--- config.mk ---
export PLATFORM = sky130hd
export DESIGN_NAME = bspl_index_reduce
export DESIGN_NICKNAME = d
export VERILOG_FILES = /design/src/rtl/bspl_pkg.sv /design/src/rtl/bspl_index_reduce.sv
export SDC_FILE = /design/constraint.sdc
export NUM_CORES = 1
export LEC_CHECK = 0
export ABC_AREA = 1
export BUFFER_PORTS_ARGS = -buffer_cell sky130_fd_sc_hd__clkbuf_2
export CAP_MARGIN = 20
export CORE_AREA = 2 2 39 41
export CTS_CLUSTER_SIZE = 14
export DETAILED_ROUTE_END_ITERATION = 8
export DIE_AREA = 0 0 41 43
export PLACE_DENSITY_LB_ADDON = 0.1
export REMOVE_ABC_BUFFERS = 1
export SLEW_MARGIN = 5
export SYNTH_ARGS = -nofsm -noshare
export SYNTH_HDL_FRONTEND = slang
export SYNTH_SLANG_ARGS = --single-unit
--- constraint.sdc ---
create_clock -name aclk -period 0.8 [get_ports aclk]
set_input_delay 0.16 -clock aclk [delete_from_list [all_inputs] [get_ports aclk]]
set_output_delay 0.16 -clock aclk [all_outputs]
set_load 0.05 [all_outputs]
--- src/rtl/bspl_pkg.sv ---
package bspl_pkg;

    localparam int MAX_NODES_DEF  = 4096;
    localparam int MAX_WALK_DEF   = 64;

    localparam int COORD_W = 32;
    localparam int LINK_W  = 16;
    localparam int SUB_W   = 15;
    localparam int CNT_W   = 13;
    localparam int IDX_W   = 12;

    localparam logic FUNC_WRITE  = 1'b0;
    localparam logic FUNC_LOCATE = 1'b1;

    typedef struct packed {
        logic signed [COORD_W-1:0] origin_x;
        logic signed [COORD_W-1:0] origin_y;
        logic signed [COORD_W-1:0] dir_x;
        logic signed [COORD_W-1:0] dir_y;
        logic        [LINK_W-1:0]  front_link;
        logic        [LINK_W-1:0]  back_link;
    } node_t;

    typedef struct packed {
        logic done;
        logic back;
    } side_res_t;

endpackage

--- src/rtl/bspl_index_reduce.sv ---
module bspl_index_reduce #(
    parameter int MAX_NODES = 4096,
    parameter int AW        = 12
) (
    input  logic          aclk,
    input  logic          aresetn,
    input  logic          start,
    input  logic [14:0]   value,
    output logic          done,
    output logic [AW-1:0] result
);
    import bspl_pkg::*;

    localparam bit POW2 = (MAX_NODES > 1) && ((MAX_NODES & (MAX_NODES - 1)) == 0);

    logic          done_reg;
    logic [AW-1:0] result_reg;

    generate
        if (POW2) begin : g_mask
            // power-of-two depth: the low bits are the remainder
            always_ff @(posedge aclk) begin
                if (!aresetn) begin
                    done_reg <= 1'b0;
                end else begin
                    done_reg <= start;
                end
                if (start) begin
                    result_reg <= value[AW-1:0];
                end
            end
        end else begin : g_restore
            // restoring reduction, four conditional subtracts per cycle
            localparam int DW       = 32;
            localparam int RS       = 16;
            localparam logic [DW-1:0] DIV_INIT = DW'(MAX_NODES) << (RS - 1);

            logic          busy_reg;
            logic [1:0]    cnt_reg;
            logic [14:0]   val_reg;
            logic [DW-1:0] div_reg;
            logic [14:0]   val_next;
            logic [DW-1:0] div_next;

            always_comb begin
                logic [14:0]   v;
                logic [DW-1:0] d;
                v = val_reg;
                d = div_reg;
                for (int j = 0; j < 4; j++) begin
                    if (DW'(v) >= d) begin
                        v = v - d[14:0];
                    end
                    d = d >> 1;
                end
                val_next = v;
                div_next = d;
            end

            always_ff @(posedge aclk) begin
                if (!aresetn) begin
                    busy_reg <= 1'b0;
                    done_reg <= 1'b0;
                    cnt_reg  <= '0;
                end else begin
                    done_reg <= 1'b0;
                    if (start) begin
                        busy_reg <= 1'b1;
                        cnt_reg  <= '0;
                    end else if (busy_reg) begin
                        cnt_reg <= cnt_reg + 2'd1;
                        if (cnt_reg == 2'd3) begin
                            busy_reg <= 1'b0;
                            done_reg <= 1'b1;
                        end
                    end
                end
                if (start) begin
                    val_reg <= value;
                    div_reg <= DIV_INIT;
                end else if (busy_reg) begin
                    val_reg <= val_next;
                    div_reg <= div_next;
                    if (cnt_reg == 2'd3) begin
                        result_reg <= val_next[AW-1:0];
                    end
                end
            end
        end
    endgenerate

    assign done   = done_reg;
    assign result = result_reg;

endmodule

==> reports/summary.json <==
{
  "timing.slew.headroom": {"value": 79.43, "unit": "%"},
  "clock_tree.root_cell": {"value": "sky130_fd_sc_hd__clkbuf_4"},
  "synth-seq-area-share": {"value": 98.06, "unit": "%"},
  "grt_pass1_wl": {"value": 890, "unit": "µm"},
  "main_combinational_cell_family_by_area_after_synthesis": {"value": "buffers and inverters"},
  "critical_path.n_buffers_inverters": {"value": 1},
  "worst-setup-path-type": {"value": "reg2out"},
  "report.power.total": {"value": 1.548, "unit": "mW"},
  "combPwrFrac": {"value": 22.6, "unit": "%"},
  "static-leakage-power": {"value": 0.3055, "unit": "nW"},
  "critPathMaxStageDelay": {"value": 0.38, "unit": "ns"},
  "routed_wirelength": {"value": 607, "unit": "µm"},
  "drt_first_pass_iters": {"value": 2},
  "outcome": {"value": "finished with violations"},
  "flip_flop_count_of_the_largest_register_all_copies_and_words_added": {"value": 12},
  "fmax": {"value": 1.001, "unit": "GHz"},
  "n_antenna_cell": {"value": 0},
  "routedWlPerCell": {"value": 9.790, "unit": "µm"},
  "end_kind": {"value": "output port"},
  "switching_share_of_power": {"value": 27.76, "unit": "%"},
  "synth.avg_cell_area": {"value": 25.86, "unit": "µm²"},
  "top_library_cells_by_usage_in_the_layout_fill_and_taps_aside": {"value": "sky130_fd_sc_hd__clkbuf_2 (14), sky130_fd_sc_hd__clkbuf_8 (12), sky130_fd_sc_hd__edfxtp_1 (12), sky130_fd_sc_hd__clkbuf_4 (3)"},
  "cpMaxStageDelayCell": {"value": "sky130_fd_sc_hd__edfxtp_1"},
  "cts_tree": {"value": "done"},
  "flow.area_growth_from_synthesis": {"value": 77.10, "unit": "%"},
  "vias_per_cell": {"value": 3.903},
  "power.density": {"value": 2254, "unit": "nW/µm²"},
  "drt_iter0_drc": {"value": 4},
  "synth_cell_type_count": {"value": 4},
  "final_nets": {"value": 65},
  "power.internal": {"value": 1.119, "unit": "mW"},
  "timing.critical_path.arrival": {"value": 0.84, "unit": "ns"},
  "first_global_vias": {"value": 230},
  "cp_data_required_time": {"value": 0.64, "unit": "ns"},
  "cp-start-kind": {"value": "register"},
  "synthTopCellsByArea": {"value": "sky130_fd_sc_hd__edfxtp_1 (93%), sky130_fd_sc_hd__dfxtp_1 (5.2%), sky130_fd_sc_hd__inv_1 (0.97%)"},
  "synth_top_cell_area_share": {"value": 92.90, "unit": "%"},
  "final_area": {"value": 686.9, "unit": "µm²"},
  "die_w": {"value": 41, "unit": "µm"},
  "unrepaired_setup_endpoints_after_global_routing": {"value": "yes"},
  "critical_path.max_fanout": {"value": 1},
  "finalSetupViolCount": {"value": 13},
  "post_synthesis_share_of_cell_area_spent_on_xor_and_xnor_gates": {"value": 0, "unit": "%"},
  "placed_area": {"value": 543.0, "unit": "µm²"},
  "port_buffers": {"value": 27},
  "synth_largest_area_cell": {"value": "sky130_fd_sc_hd__edfxtp_1"},
  "core_region_area": {"value": 1384, "unit": "µm²"},
  "final_min_period_over_clock_period": {"value": 124.9, "unit": "%"},
  "yosysWarnings": {"value": 0},
  "tightestPinTransition": {"value": 0.3086, "unit": "ns"},
  "core.rowCount": {"value": 14},
  "antenna_violations_before_repair": {"value": 0},
  "dp_cells": {"value": 58},
  "ctsHtreeMaxLevel": {"value": 1},
  "p_sw": {"value": 0.4298, "unit": "mW"},
  "tritoncts.num_buffers": {"value": 3},
  "grt_start_max_net_pins": {"value": 14},
  "clkPwrFrac": {"value": 24.5, "unit": "%"},
  "post-place-ws": {"value": 0.01806, "unit": "ns"},
  "most_common_cell_after_layout_fill_and_taps_aside": {"value": "sky130_fd_sc_hd__clkbuf_2"},
  "grt_total_ovfl": {"value": 0},
  "routed_vias": {"value": 242},
  "synth_simple_gate_area_share": {"value": 0.9677, "unit": "%"},
  "antenna_left": {"value": 0},
  "yosys-mux-area-fraction": {"value": 0, "unit": "%"},
  "design.portCount": {"value": 31},
  "syn-instance-count": {"value": 15},
  "min_period": {"value": 0.9994, "unit": "ns"},
  "mappedNetlistArea": {"value": 387.9, "unit": "µm²"},
  "max_cap_viols": {"value": 0},
  "yosys.area_share.adder": {"value": 0, "unit": "%"},
  "grt_use_total": {"value": 8.247, "unit": "%"},
  "power.share.sequential": {"value": 52.9, "unit": "%"},
  "failed_checks": {"value": "negative setup slack"},
  "drive_above_1_share": {"value": 69.57, "unit": "%"},
  "power.ir.vdd_worst": {"value": 0.001045, "unit": "V"},
  "path_clk_slew": {"value": 0.08, "unit": "ns"},
  "worstPathCellList": {"value": "clkbuf_8"},
  "ys_ff_latch": {"value": 13},
  "timing.final.max_slew_violations": {"value": 0},
  "min_path_type": {"value": "in2reg"},
  "cts_max_path_buffers": {"value": 2},
  "remaining_drc_errors": {"value": 0},
  "start_util": {"value": 28.03, "unit": "%"},
  "finalNonFillerCells": {"value": 62},
  "chipHeight": {"value": 43, "unit": "µm"},
  "clock_sink_count": {"value": 13},
  "final.hold.worst_slack": {"value": 0.06338, "unit": "ns"},
  "synth-compound-area-share": {"value": 0, "unit": "%"},
  "cp_top_family": {"value": "flip-flops"},
  "design.die.area": {"value": 1763, "unit": "µm²"},
  "gpl.final_weighted_congestion": {"value": 0.5115},
  "finalHoldViolations": {"value": 0},
  "postLayoutSetupSlackWorst": {"value": -0.1994, "unit": "ns"}
}
[power groups by stage]
stage / clock network, mW / logic, mW / registers, mW
floorplan: 0 / 0.00174 / 1.01
global placement: 0 / 0.273 / 0.825
detailed placement: 0 / 0.276 / 0.826
CTS: 0.398 / 0.352 / 0.818
global route: 0.452 / 0.364 / 0.823
finish: 0.379 / 0.351 / 0.819
[cell usage after synthesis]
library cell,count
sky130_fd_sc_hd__edfxtp_1,12
sky130_fd_sc_hd__dfxtp_1,1
sky130_fd_sc_hd__inv_1,1
sky130_fd_sc_hd__nand2_1,1
[layout make-up]
cell class,instances,area (µm²)
clock buffers,3,22.52
repair buffers,27,250.2
well taps,16,20.02
clock inverters,1,5.005
flip-flops and latches,13,381.6
inverters,1,3.754
multi-input cells,1,3.754
fillers,123,696.9
[layer usage]
metal  global-route usage, %  vias to the layer above  wire length [µm]
li1                        -                      119                 -
met1                   8.070                      108               168
met2                   13.13                       15               379
met3                   3.141                        0                59
met4                   6.000                        0                 0
met5                       0                        -                 0
[through the flow]
stage | setup TNS [ns] | util, %
floorplan | 0 | -
global placement | 0 | 39.24
detailed placement | 0 | 39.24
CTS | -2.509 | 49.46
global route | -2.953 | 49.64
finish | -2.344 | 49.64
[worst paths after layout]
check | start | cells past startpoint | slack (ns) | end
max | result[0] | 1 | -0.20 | result[0]
min | value[11] | 1 | 0.06 | result[11]
[cells by family after synthesis]
logic type / count (synthesis)
and+or+nand+nor: 1
buffers and inverters: 1
DFF: 13
[timing repair]
| item | in CTS | in global routing |
|---|---|---|
| hold buffers | 0 | 0 |
| pin swaps | 0 | 0 |
| buffers inserted | 0 | 0 |
| resized for setup | 26 | 2 |
| endpoints found under the setup margin | 13 | 13 |
Power figures use the tool's default switching activity.
